==> src/hdl/ffsa_pkg.sv <==
// ----------------------------------------------------------------------------
// ffsa_pkg
// Shared types and constants for the first-fit segment allocator.
// ----------------------------------------------------------------------------
`default_nettype none
package ffsa_pkg;
  localparam int ADDR_W = 24;
  localparam int LEN_W = 25;
  localparam int ALIGN_W = 17;
  localparam int STAT_W = 2;
  localparam int ENTRY_W = ADDR_W + LEN_W + 1;

  localparam logic [STAT_W-1:0] ST_OK = 2'd0;
  localparam logic [STAT_W-1:0] ST_NOFIT = 2'd1;
  localparam logic [STAT_W-1:0] ST_FULL = 2'd2;
  localparam logic [STAT_W-1:0] ST_NOTFOUND = 2'd3;

  localparam logic FUNC_ALLOC = 1'b0;
  localparam logic FUNC_FREE = 1'b1;

  typedef struct packed {
    logic [ADDR_W-1:0] start;
    logic [LEN_W-1:0] length;
    logic free;
  } seg_t;
endpackage
`default_nettype wire

==> src/hdl/ffsa_ram.sv <==
// ----------------------------------------------------------------------------
// ffsa_ram
// Generic single-port-write, single-port-read RAM with registered read data.
// ----------------------------------------------------------------------------
`default_nettype none
module ffsa_ram #(
  parameter int WIDTH = 8,
  parameter int DEPTH = 16
) (
  input  wire logic                     clk,
  input  wire logic                     we,
  input  wire logic [$clog2(DEPTH)-1:0] waddr,
  input  wire logic [WIDTH-1:0]         wdata,
  input  wire logic [$clog2(DEPTH)-1:0] raddr,
  output logic      [WIDTH-1:0]         rdata
);
  logic [WIDTH-1:0] mem [DEPTH];

  always_ff @(posedge clk) begin
    if (we) begin
      mem[waddr] <= wdata;
    end
    rdata <= mem[raddr];
  end
endmodule
`default_nettype wire

==> src/hdl/ffsa_pad.sv <==
// ----------------------------------------------------------------------------
// ffsa_pad
// Sequential remainder unit: computes start mod align one bit per cycle.
// ----------------------------------------------------------------------------
`default_nettype none
module ffsa_pad
  import ffsa_pkg::*;
(
  input  wire logic                clk,
  input  wire logic                rst_n,
  input  wire logic                go,
  input  wire logic [ADDR_W-1:0]   dividend,
  input  wire logic [ALIGN_W-1:0]  divisor,
  output logic                     done,
  output logic      [ALIGN_W-1:0]  pad
);
  logic [ALIGN_W:0] rem_r, rem_nxt;
  logic [ADDR_W-1:0] num_r, num_nxt;
  logic [4:0] cnt_r, cnt_nxt;
  logic busy_r, busy_nxt;
  logic done_r, done_nxt;
  logic [ALIGN_W:0] shifted;
  logic [ALIGN_W:0] rem_fin;

  always_comb begin
    shifted = {rem_r[ALIGN_W-1:0], num_r[ADDR_W-1]};
    rem_nxt = rem_r;
    num_nxt = num_r;
    cnt_nxt = cnt_r;
    busy_nxt = busy_r;
    done_nxt = 1'b0;
    if (go) begin
      rem_nxt = '0;
      num_nxt = dividend;
      cnt_nxt = 5'(ADDR_W);
      busy_nxt = 1'b1;
    end else if (busy_r) begin
      rem_nxt = (shifted >= {1'b0, divisor}) ? shifted - {1'b0, divisor} : shifted;
      num_nxt = {num_r[ADDR_W-2:0], 1'b0};
      cnt_nxt = cnt_r - 5'd1;
      if (cnt_r == 5'd1) begin
        busy_nxt = 1'b0;
        done_nxt = 1'b1;
      end
    end
  end

  always_ff @(posedge clk) begin
    if (!rst_n) begin
      busy_r <= 1'b0;
      done_r <= 1'b0;
      cnt_r <= '0;
    end else begin
      busy_r <= busy_nxt;
      done_r <= done_nxt;
      cnt_r <= cnt_nxt;
    end
    rem_r <= rem_nxt;
    num_r <= num_nxt;
  end

  assign rem_fin = rem_r;
  assign done = done_r;
  assign pad = (rem_fin == '0) ? '0 : divisor - rem_fin[ALIGN_W-1:0];
endmodule
`default_nettype wire

==> src/hdl/first_fit_segment_allocator.sv <==
// ----------------------------------------------------------------------------
// first_fit_segment_allocator
// First-fit allocator with coalescing over one page; segment table in RAM.
// ----------------------------------------------------------------------------
// Channel  Ports                                        Handshake
// in       in_func in_alloc_size in_alignment in_free_address  start & !busy
// out      out_result_address out_status                out_valid, one cycle
//
// Each table entry passed over is read in S_RD and checked in S_CHK; a free
// entry is also checked for fit, which waits on the bit-serial remainder unit.
// Shifting entries to insert or remove a segment reads and writes each entry.
// After reset the S_INIT state writes the initial entry 0 before busy falls.
// The receiver cannot stall; a result is shown for one cycle.
// ----------------------------------------------------------------------------
`default_nettype none
module first_fit_segment_allocator
  import ffsa_pkg::*;
#(
  parameter int MAX_SEGMENTS = 64,
  parameter int PAGE_BYTES = 16777216
) (
  input  wire logic                clk,
  input  wire logic                rst_n,
  input  wire logic                start,
  output logic                     busy,
  input  wire logic                in_func,
  input  wire logic [LEN_W-1:0]    in_alloc_size,
  input  wire logic [ALIGN_W-1:0]  in_alignment,
  input  wire logic [ADDR_W-1:0]   in_free_address,
  output logic                     out_valid,
  output logic      [ADDR_W-1:0]   out_result_address,
  output logic      [STAT_W-1:0]   out_status
);
  localparam int IW = $clog2(MAX_SEGMENTS);
  localparam int CW = $clog2(MAX_SEGMENTS + 1);

  localparam logic [4:0] S_INIT = 5'd0;
  localparam logic [4:0] S_IDLE = 5'd1;
  localparam logic [4:0] S_RD = 5'd2;
  localparam logic [4:0] S_CHK = 5'd3;
  localparam logic [4:0] S_PADW = 5'd4;
  localparam logic [4:0] S_FIT = 5'd5;
  localparam logic [4:0] S_PREVR = 5'd6;
  localparam logic [4:0] S_PREVW = 5'd7;
  localparam logic [4:0] S_INSR = 5'd8;
  localparam logic [4:0] S_INSW = 5'd9;
  localparam logic [4:0] S_SPLIT = 5'd10;
  localparam logic [4:0] S_DONE = 5'd11;
  localparam logic [4:0] S_FNXR = 5'd12;
  localparam logic [4:0] S_FNXC = 5'd13;
  localparam logic [4:0] S_DELR = 5'd14;
  localparam logic [4:0] S_DELW = 5'd15;
  localparam logic [4:0] S_FPVR = 5'd16;
  localparam logic [4:0] S_FPVC = 5'd17;
  localparam logic [4:0] S_FRD = 5'd18;

  logic [4:0] st_r, st_nxt;
  logic [4:0] ret_r, ret_nxt;
  logic [CW-1:0] cnt_r, cnt_nxt;
  logic [CW-1:0] idx_r, idx_nxt;
  logic [CW-1:0] sh_r, sh_nxt;
  logic [CW-1:0] del_r, del_nxt;
  logic func_r, func_nxt;
  logic [LEN_W-1:0] size_r, size_nxt;
  logic [ALIGN_W-1:0] align_r, align_nxt;
  logic [ADDR_W-1:0] faddr_r, faddr_nxt;
  seg_t cur_r, cur_nxt;
  logic [ALIGN_W-1:0] pad_r, pad_nxt;
  logic ov_r, ov_nxt;
  logic [ADDR_W-1:0] oaddr_r, oaddr_nxt;
  logic [STAT_W-1:0] ostat_r, ostat_nxt;

  logic we;
  logic [IW-1:0] waddr, raddr;
  seg_t wdata, rdata;
  logic pgo, pdone;
  logic [ALIGN_W-1:0] pad;
  logic [LEN_W:0] need;
  logic [LEN_W-1:0] rest;

  ffsa_ram #(.WIDTH(ENTRY_W), .DEPTH(MAX_SEGMENTS)) u_ram (
    .clk(clk), .we(we), .waddr(waddr), .wdata(wdata), .raddr(raddr), .rdata(rdata)
  );

  ffsa_pad u_pad (
    .clk(clk), .rst_n(rst_n), .go(pgo), .dividend(rdata.start),
    .divisor(align_r), .done(pdone), .pad(pad)
  );

  always_comb begin
    need = {1'b0, size_r} + (LEN_W+1)'(pad_r);
    rest = cur_r.length - LEN_W'(pad_r);
  end

  always_comb begin
    st_nxt = st_r;
    ret_nxt = ret_r;
    cnt_nxt = cnt_r;
    idx_nxt = idx_r;
    sh_nxt = sh_r;
    del_nxt = del_r;
    func_nxt = func_r;
    size_nxt = size_r;
    align_nxt = align_r;
    faddr_nxt = faddr_r;
    cur_nxt = cur_r;
    pad_nxt = pad_r;
    ov_nxt = 1'b0;
    oaddr_nxt = oaddr_r;
    ostat_nxt = ostat_r;
    we = 1'b0;
    waddr = IW'(idx_r);
    wdata = cur_r;
    raddr = IW'(idx_r);
    pgo = 1'b0;
    unique case (st_r)
      S_INIT: begin
        we = 1'b1;
        waddr = '0;
        wdata.start = '0;
        wdata.length = LEN_W'(PAGE_BYTES);
        wdata.free = 1'b1;
        cnt_nxt = CW'(1);
        st_nxt = S_IDLE;
      end
      S_IDLE: begin
        if (start) begin
          func_nxt = in_func;
          size_nxt = in_alloc_size;
          align_nxt = (in_alignment == '0) ? ALIGN_W'(1) : in_alignment;
          faddr_nxt = in_free_address;
          idx_nxt = '0;
          st_nxt = S_RD;
        end
      end
      S_RD: begin
        if (idx_r >= cnt_r) begin
          oaddr_nxt = '0;
          ostat_nxt = (func_r == FUNC_FREE) ? ST_NOTFOUND : ST_NOFIT;
          st_nxt = S_DONE;
        end else begin
          raddr = IW'(idx_r);
          st_nxt = S_CHK;
        end
      end
      S_CHK: begin
        cur_nxt = rdata;
        if (func_r == FUNC_FREE) begin
          if (rdata.start == faddr_r) begin
            cur_nxt.free = 1'b1;
            st_nxt = S_FNXR;
          end else begin
            idx_nxt = idx_r + CW'(1);
            st_nxt = S_RD;
          end
        end else if (!rdata.free) begin
          idx_nxt = idx_r + CW'(1);
          st_nxt = S_RD;
        end else begin
          pgo = 1'b1;
          st_nxt = S_PADW;
        end
      end
      S_PADW: begin
        if (pdone) begin
          pad_nxt = pad;
          st_nxt = S_FIT;
        end
      end
      S_FIT: begin
        if ({1'b0, cur_r.length} < need) begin
          idx_nxt = idx_r + CW'(1);
          st_nxt = S_RD;
        end else if (rest != size_r && cnt_r >= CW'(MAX_SEGMENTS)) begin
          oaddr_nxt = '0;
          ostat_nxt = ST_FULL;
          st_nxt = S_DONE;
        end else begin
          cur_nxt.free = 1'b0;
          cur_nxt.start = cur_r.start + ADDR_W'(pad_r);
          cur_nxt.length = rest;
          sh_nxt = cnt_r;
          st_nxt = (idx_r != '0) ? S_PREVR : S_INSR;
        end
      end
      S_PREVR: begin
        raddr = IW'(idx_r - CW'(1));
        st_nxt = S_PREVW;
      end
      S_PREVW: begin
        we = 1'b1;
        waddr = IW'(idx_r - CW'(1));
        wdata = rdata;
        wdata.length = rdata.length + LEN_W'(pad_r);
        st_nxt = S_INSR;
      end
      S_INSR: begin
        if (cur_r.length == size_r) begin
          we = 1'b1;
          oaddr_nxt = cur_r.start;
          ostat_nxt = ST_OK;
          st_nxt = S_DONE;
        end else if (sh_r > idx_r + CW'(1)) begin
          raddr = IW'(sh_r - CW'(1));
          st_nxt = S_INSW;
        end else begin
          st_nxt = S_SPLIT;
        end
      end
      S_INSW: begin
        we = 1'b1;
        waddr = IW'(sh_r);
        wdata = rdata;
        sh_nxt = sh_r - CW'(1);
        st_nxt = S_INSR;
      end
      S_SPLIT: begin
        we = 1'b1;
        waddr = IW'(idx_r + CW'(1));
        wdata.start = cur_r.start + ADDR_W'(size_r);
        wdata.length = cur_r.length - size_r;
        wdata.free = 1'b1;
        cur_nxt.length = size_r;
        cnt_nxt = cnt_r + CW'(1);
        st_nxt = S_INSR;
      end
      S_FNXR: begin
        if (idx_r + CW'(1) < cnt_r) begin
          raddr = IW'(idx_r + CW'(1));
          st_nxt = S_FNXC;
        end else begin
          st_nxt = S_FPVR;
        end
      end
      S_FNXC: begin
        if (rdata.free) begin
          cur_nxt.length = cur_r.length + rdata.length;
          del_nxt = idx_r + CW'(1);
          ret_nxt = S_FPVR;
          st_nxt = S_DELR;
        end else begin
          st_nxt = S_FPVR;
        end
      end
      S_FPVR: begin
        if (idx_r != '0) begin
          raddr = IW'(idx_r - CW'(1));
          st_nxt = S_FPVC;
        end else begin
          we = 1'b1;
          oaddr_nxt = '0;
          ostat_nxt = ST_OK;
          st_nxt = S_DONE;
        end
      end
      S_FPVC: begin
        if (rdata.free) begin
          cur_nxt = rdata;
          cur_nxt.length = rdata.length + cur_r.length;
          idx_nxt = idx_r - CW'(1);
          del_nxt = idx_r;
          ret_nxt = S_FRD;
          st_nxt = S_DELR;
        end else begin
          we = 1'b1;
          oaddr_nxt = '0;
          ostat_nxt = ST_OK;
          st_nxt = S_DONE;
        end
      end
      S_FRD: begin
        we = 1'b1;
        oaddr_nxt = '0;
        ostat_nxt = ST_OK;
        st_nxt = S_DONE;
      end
      S_DELR: begin
        if (del_r + CW'(1) < cnt_r) begin
          raddr = IW'(del_r + CW'(1));
          st_nxt = S_DELW;
        end else begin
          cnt_nxt = cnt_r - CW'(1);
          st_nxt = ret_r;
        end
      end
      S_DELW: begin
        we = 1'b1;
        waddr = IW'(del_r);
        wdata = rdata;
        del_nxt = del_r + CW'(1);
        st_nxt = S_DELR;
      end
      S_DONE: begin
        ov_nxt = 1'b1;
        st_nxt = S_IDLE;
      end
      default: st_nxt = S_IDLE;
    endcase
  end

  always_ff @(posedge clk) begin
    if (!rst_n) begin
      st_r <= S_INIT;
      ov_r <= 1'b0;
      cnt_r <= CW'(1);
      ret_r <= S_IDLE;
    end else begin
      st_r <= st_nxt;
      ov_r <= ov_nxt;
      cnt_r <= cnt_nxt;
      ret_r <= ret_nxt;
    end
    idx_r <= idx_nxt;
    sh_r <= sh_nxt;
    del_r <= del_nxt;
    func_r <= func_nxt;
    size_r <= size_nxt;
    align_r <= align_nxt;
    faddr_r <= faddr_nxt;
    cur_r <= cur_nxt;
    pad_r <= pad_nxt;
    oaddr_r <= oaddr_nxt;
    ostat_r <= ostat_nxt;
  end

  assign busy = (st_r != S_IDLE);
  assign out_valid = ov_r;
  assign out_result_address = oaddr_r;
  assign out_status = ostat_r;
endmodule
`default_nettype wire
==> config.mk <==
export PLATFORM = sky130hd
export DESIGN_NAME = first_fit_segment_allocator
export DESIGN_NICKNAME = d
export VERILOG_FILES = /design/src/hdl/ffsa_pkg.sv /design/src/hdl/ffsa_ram.sv /design/src/hdl/ffsa_pad.sv /design/src/hdl/first_fit_segment_allocator.sv
export SDC_FILE = /design/constraint.sdc
export NUM_CORES = 2
export LEC_CHECK = 0
export BUFFER_PORTS_ARGS = -buffer_cell sky130_fd_sc_hd__clkbuf_2
export CORE_ASPECT_RATIO = 1.5
export CORE_MARGIN = 10
export CORE_UTILIZATION = 55
export CTS_CLUSTER_SIZE = 24
export DETAILED_ROUTE_END_ITERATION = 12
export GPL_ROUTABILITY_DRIVEN = 0
export PLACE_DENSITY_LB_ADDON = 0.08
export SETUP_SLACK_MARGIN = 0.5
export SLEW_MARGIN = 10
export SYNTH_ARGS = -nofsm -noshare
export SYNTH_HDL_FRONTEND = slang
export SYNTH_SLANG_ARGS = --single-unit
==> constraint.sdc <==
create_clock -name clk -period 6.35 [get_ports clk]
set_input_delay 0 -clock clk [delete_from_list [all_inputs] [get_ports clk]]
set_output_delay 0 -clock clk [all_outputs]
set_load 0.05 [all_outputs]
Yosys cells after proc, flatten, opt, wreduce, memory -nomap -nowiden --
Memories as Yosys holds them, arrays and structs flattened. A register that Yosys moved wholly into a read port is not among the register bits. Index checks and enable logic that the tools add are counted. W data, S select, Z words.
Word-level totals: register bits after elaboration 248, bits in writable memories 3200, input bits 70, output and inout port bits 28, word-level logic and storage cells 203, memories 1
Cells by class: add/sub/neg operators 16, $lt $le $gt $ge 7, eq/ne operators 38, multiplexer cells 86, bitwise logic cells 2, reduce and logical (&&, ||, !) cells 30
Memory list:
- u_ram.mem | words 64, width 50, rd ports 1, clocked after Yosys merged registers in 1, wr ports 1, RTL line ffsa_ram.sv:17 | logic [WIDTH-1:0] mem [DEPTH];
Operator list (count):
- $pmux W50 S4 | 1
- $mux W24 | 8
- $mux W50 | 3
- $pmux W24 S6 | 1
- $pmux W25 S5 | 1
- $mux W7 | 11
- $pmux W5 S15 | 1
- $pmux W24 S3 | 1
- $mux W5 | 12
- $pmux W6 S5 | 2
- $pmux W7 S3 | 2
- $eq A5 B4 Y1 const B | 8
- $mux W6 | 5
- $pmux W7 S4 | 1
- $add A25 B17 Y26 | 1
- $lt A25 B26 Y1 | 1
- $add A25 B17 Y25 | 1
- $add A25 B25 Y25 | 1
- $eq A25 B25 Y1 | 1
- $mux W25 | 1
- $ne A25 B25 Y1 | 1
- $sub A25 B17 Y25 | 1
- $sub A25 B25 Y25 | 1
- $add A24 B17 Y24 | 1
- other kinds (50) | 112

Logic depth before layout (Yosys ltp) --
depth after elaboration 6, mapped depth 24, depth with buffers taken out 24

By module --
A second synthesis with hierarchy kept.
Second synthesis, totals: cells, all modules 7685, area, all modules 145117.9 sq um
Modules (own cells, without submodules):
- ffsa_ram | instances 1, cells each 5078, area each 122150.9 sq um
- first_fit_segment_allocator | instances 1, cells each 2173, area each 19103.3 sq um
- ffsa_pad | instances 1, cells each 434, area each 3863.7 sq um

Least setup slack after synthesis --
Ideal clock, no wire load.
path kind register -> register, start point register size_r[1], end point register oaddr_r[0], in the netlist out_result_address[0], enable pin, library setup time 0.445 ns, data arrival time 6.113 ns, slack -0.209 ns, cell stages (with the launch flop) 24, buffers on the path 0, cell sequence edfxtp_1 -> inv_1 -> fa_1 -> nor2b_1 -> o21ai_0 -> a21boi_0 -> o21ai_0 -> a21oi_1 -> a41oi_1 -> a2111o_1 -> a31oi_1 -> nand2_1 -> xnor2_1 -> ha_1 -> and4_1 -> nand4_1 -> or3_1 -> inv_1 -> a221oi_1 -> o21a_1 -> o31ai_1 -> o21a_1 -> nand2_1 -> o21ai_0
Between the ends: cells in the longest elaborated chain, start to end 4, elaborated cells on any way between the ends 9, those cells by class add/sub (1); order compare (1); eq/ne (5); reduce/logical (2)
RTL lines:
- from (decl) | RTL line first_fit_segment_allocator.sv:64 | logic [LEN_W-1:0] size_r, size_nxt;
- from (signal assigned) | RTL line first_fit_segment_allocator.sv:317 | size_r <= size_nxt;
- $add A25 B17 Y26 / $ne A25 B25 Y1 (equally long branches) | RTL line first_fit_segment_allocator.sv:91, first_fit_segment_allocator.sv:174
- $lt A25 B26 Y1 / $logic_and A1 B1 Y1 (equally long branches) | RTL line first_fit_segment_allocator.sv:171, first_fit_segment_allocator.sv:174
- $ne A2 B2 Y1 (no line)
- $reduce_and A7 Y1 (no line) *
- to (signal assigned) | RTL line first_fit_segment_allocator.sv:322 | oaddr_r <= oaddr_nxt;
- to (decl) | RTL line first_fit_segment_allocator.sv:70 | logic [ADDR_W-1:0] oaddr_r, oaddr_nxt;
Mark *: on every way between the ends. The rest lies on a longest branch, timed or not. A chain may end at the register's enable or synchronous reset.

Worst setup path in the final report --
start point register size_r[0], end point register cur_r[3] (netlist name), enable pin
Between the ends: cells in the longest elaborated chain, start to end 4, elaborated cells on any way between the ends 7, those cells by class add/sub (1); order compare (1); eq/ne (3); reduce/logical (2)
RTL lines:
- $add A25 B17 Y26 / $ne A25 B25 Y1 (equally long branches) | RTL line first_fit_segment_allocator.sv:91, first_fit_segment_allocator.sv:174
- $lt A25 B26 Y1 / $logic_and A1 B1 Y1 (equally long branches) | RTL line first_fit_segment_allocator.sv:171, first_fit_segment_allocator.sv:174
- $ne A2 B2 Y1 (no line)
- $reduce_and A5 Y1 (no line) *
- to (signal assigned) | RTL line first_fit_segment_allocator.sv:320 | cur_r <= cur_nxt;
- to (decl) | RTL line first_fit_segment_allocator.sv:67 | seg_t cur_r, cur_nxt;
Marks and branches as above.

==> run_results.csv <==
group,metric,value,unit
timing,final_max_slew_viol_count,0,
cells_and_area,syn_to_final_growth,14.7,%
detailed_routing,avgViaCountPerCell,6.61,
timing,final.period_utilization,0.883,
timing,fmax,0.178,GHz
setup_path,start_kind,"register",
pwr,switchingPower,11.0,mW
die,num_io_pins,98,
cells_and_area,multi_input_comb_area,0.0400,mm^2
die,row_count,231,
yosys,ys_seq_area_frac,0.717,
pwr,cell_internal_pwr,38.2,mW
yosys,synth_edf_count,3405,
die,die-area,0.285,mm^2
die,dieWidth,440,um
detailed_routing,dr.first_iter.drc_count,8940,
setup_path,cp.arrival,6.20,ns
global_routing,grt_pass1_wl,591,mm
timing,whs,0.108,ns
pwr,p_seq_frac,0.527,
detailed_routing,drcViolationCount,0,
cts,cts_buffers,321,
cells_and_area,regArea,0.104,mm^2
yosys,async_flop_share,0,
cts,clockBufferDepth,4,
setup_path,crit_buf_inv,4,
setup_path,path_class,"register to register",
die,start_util,0.552,
die,fp.dieH,649,um
cts,root_buffer,"clkbuf_16",
detailed_routing,topRoutingLayerUsed,"met5",
yosys,syn_area,0.145,mm^2
timing,tightest_slew,1.37,ns
cells_and_area,fin_util,0.633,
timing,skew,0.0491,ns
detailed_routing,wl_met2,211,mm
cells_and_area,final_nets,8768,
pwr,clkPwrFrac,0.402,
cells_and_area,final_cells,12200,
global_routing,grt_max_degree,77,
pwr,combPwrFrac,0.071,
detailed_routing,drtAntennaViolNets,0,
cts,clk_pin_slew,0.07,ns
setup_path,required,6.94,ns
placed_design,dpl.hpwl,244,mm
timing,finalSetupViolations,0,
yosys,synth.area.top_cells,"edfxtp_1, mux4_2, ha_1, nor2b_1, dfxtp_1",
setup_path,critical_path.top_delay_family,"compound AO/OA/AOI/OAI gates",
setup_path,cp_max_fo,12,
timing,rsz0062_at_grt,"false",
global_routing,antenna_found_initial,14,
timing,relSlewSlack,0.0866,
yosys,synth-seq-cells,3496,
timing,fin_crit,5.61,ns
yosys,syn_inst,7844,
die,coreArea,0.263,mm^2
detailed_routing,drtPass1Iterations,8,
yosys,synthFlopType,"edfxtp_1",
global_routing,grt_pass1_vias,81800,
timing,final-hold-violation-count,0,
yosys,syn_nets,8159,
yosys,yosysTopAreaCellShare,0.704,
status,outcome,"finished clean",
cts,cts_max_level,5,
setup_path,crit_path_top_delay_cell,"a2111o_1",
detailed_routing,drt-total-wl,415,mm
detailed_routing,wl_per_cell,34.0,um
pwr,power_density,295,mW/mm^2
global_routing,grt_overflow,0,
pwr,p_leak,54.7,nW
placed_design,placed_cells,11500,
cts,clock_sinks,3496,
pwr,sw_frac_of_total,0.223,
yosys,synth.largest_area_cell,"edfxtp_1",
pwr,vdd_drop_max,0.214,mV
setup_path,crit_path_end_kind,"register",
detailed_routing,wl_met1,152,mm
cells_and_area,layout-drive-gt1-share,0.230,
yosys,synth_area_per_cell,18.5,um^2
detailed_routing,vias,80800,
cells_and_area,fill_cells,18000,
yosys,yosys_warnings,0,
min_path,worst_hold_path_type,"input pin to register",
placed_design,place.port_buffers,97,
cts,cts_tree,"done",
flow_run,max_cap_viol_count,0,
detailed_routing,wl_met3,31.9,mm
setup_path,slowest_delay,0.52,ns
timing,tns,0,ns
global_routing,grtUsageTotal,0.287,
cts,clock_latency,0.90,ns
yosys,ys_types,91,
==> worst paths after layout <==
kind              startpoint  endpoint  slack [ns]  cells after the start
hold reg to reg     ret_r[0]  ret_r[0]        0.46                      2
setup reg to reg   size_r[0]  cur_r[3]        0.74                     26
hold / removal         rst_n  ret_r[0]        0.11                      4
setup / recovery   size_r[0]  cur_r[3]        0.74                     26
==> per-layer routing <==
layer | up-vias | track usage
li1 | 33200 | -
met1 | 42700 | 0.369
met2 | 3899 | 0.488
met3 | 901 | 0.0425
met4 | 2 | 0.120
met5 | - | 0
==> per-stage QoR <==
stage	setup WS (ns)	power, mW	cell area [um^2]
after global routing	0.476	50.6	167000
after detailed placement	0.470	29.8	154000
after CTS	0.541	49.4	166000
after floorplan	0.551	28.5	145000
final	0.741	49.2	167000
after global placement	0.433	29.7	154000
==> layout by cell type, fill, tap and decap left out, types with 31 or more instances in the layout <==
master / instances
edfxtp_1: 3405
mux4_2: 800
nor2b_1: 432
clkbuf_16: 330
buf_4: 291
ha_1: 235
nand2_1: 204
nor2_1: 201
a22oi_1: 182
a21oi_1: 173
o21ai_0: 157
inv_1: 146
buf_12: 144
dlygate4sd3_1: 136
nor4_1: 128
xnor2_1: 122
nand3_1: 117
clkbuf_2: 97
xor2_1: 96
dfxtp_1: 91
nor2_4: 65
a21o_1: 63
nor3_1: 59
clkinv_2: 57
a22o_1: 56
clkbuf_1: 53
and4b_1: 50
clkinv_1: 48
and2_1: 40
bufinv_16: 37
and3_1: 32
nand4_1: 32
nand2b_1: 31
==> registers in the layout, indices dropped and copies added, names as in the netlist, 2 cells and up <==
register / cells
u_ram.mem: 3200
idx_r: 7
size_r: 25
u_ram.rdata: 50
out_result_address: 24
out_status: 2
st_r: 5
u_pad.rem_fin: 18
u_pad.cnt_r: 5
ret_r: 3
sh_r: 7
cur_r: 50
align_r: 17
u_pad.num_r: 24
pad_r: 17
faddr_r: 24
cnt_r: 7
del_r: 7
==> final cells by class <==
type	instances	area share
sequential	3496	0.625
multi-input combinational	3817	0.240
clock buffer	399	0.0520
timing repair buffer	669	0.0416
tap	3495	0.0262
clock inverter	179	0.0117
inverter	148	0.00333
antenna	7	0.000105
==> worst register-to-register path: cells and delay by family (launching register included) <==
family / cells / cell delay [ns]
AOI/OAI and AO/OA: 13 / 2.43
DFF: 1 / 0.37
adders and majority gates: 3 / 0.88
and+or+nand+nor: 5 / 1.03
buffers and inverters: 4 / 0.46
xor gates and xnor gates: 1 / 0.16
==> power groups by stage <==
stage               combinational (mW)  sequential (mW)  clock, mW
floorplan                         2.23             26.3          0
global placement                  3.33             26.4          0
detailed placement                3.40             26.4          0
CTS                               3.48             25.9       20.0
global route                      3.78             25.9       20.9
finish                            3.52             25.9       19.8
==> cell usage after synthesis, drive strengths merged, types with 30 or more instances <==
master and instances:
nand4 32, buf 141, inv 147, dfxtp 91, and4b 50, a21o 63, edfxtp 3405, xor2 96
ha 235, nand2b 31, nor4 139, a21oi 180, nor2b 432, a22oi 182, nor3 61, and2 41
clkbuf 243, a22o 56, o21ai 189, and3 34, nand2 208, xnor2 123, nor2 268, nand3 120
mux4 800, o21a 30
==> cell families after synthesis <==
logic type               Yosys count  share of synthesized area
buffers and inverters            532                     0.0153
adder cells (fa/ha/maj)          245                     0.0216
XOR/XNOR                         225                     0.0141
AO/OA/AOI/OAI                   1003                     0.0480
AND/OR/NAND/NOR                 1496                     0.0569
multiplexers                     847                      0.128
flip-flops                      3496                      0.717
==> repair_timing <==
| item | in CTS | in global routing |
|---|---|---|
| resized for setup | 1 | 16 |
| setup endpoints to repair | 49 | 136 |
| setup buffers | 0 | 4 |
| pin swaps | 0 | 5 |
| hold buffers | 136 | 0 |
| gates cloned | 0 | 2 |
| endpoints found under the hold margin | 90 | 0 |
(Power assumes the default switching activity.)
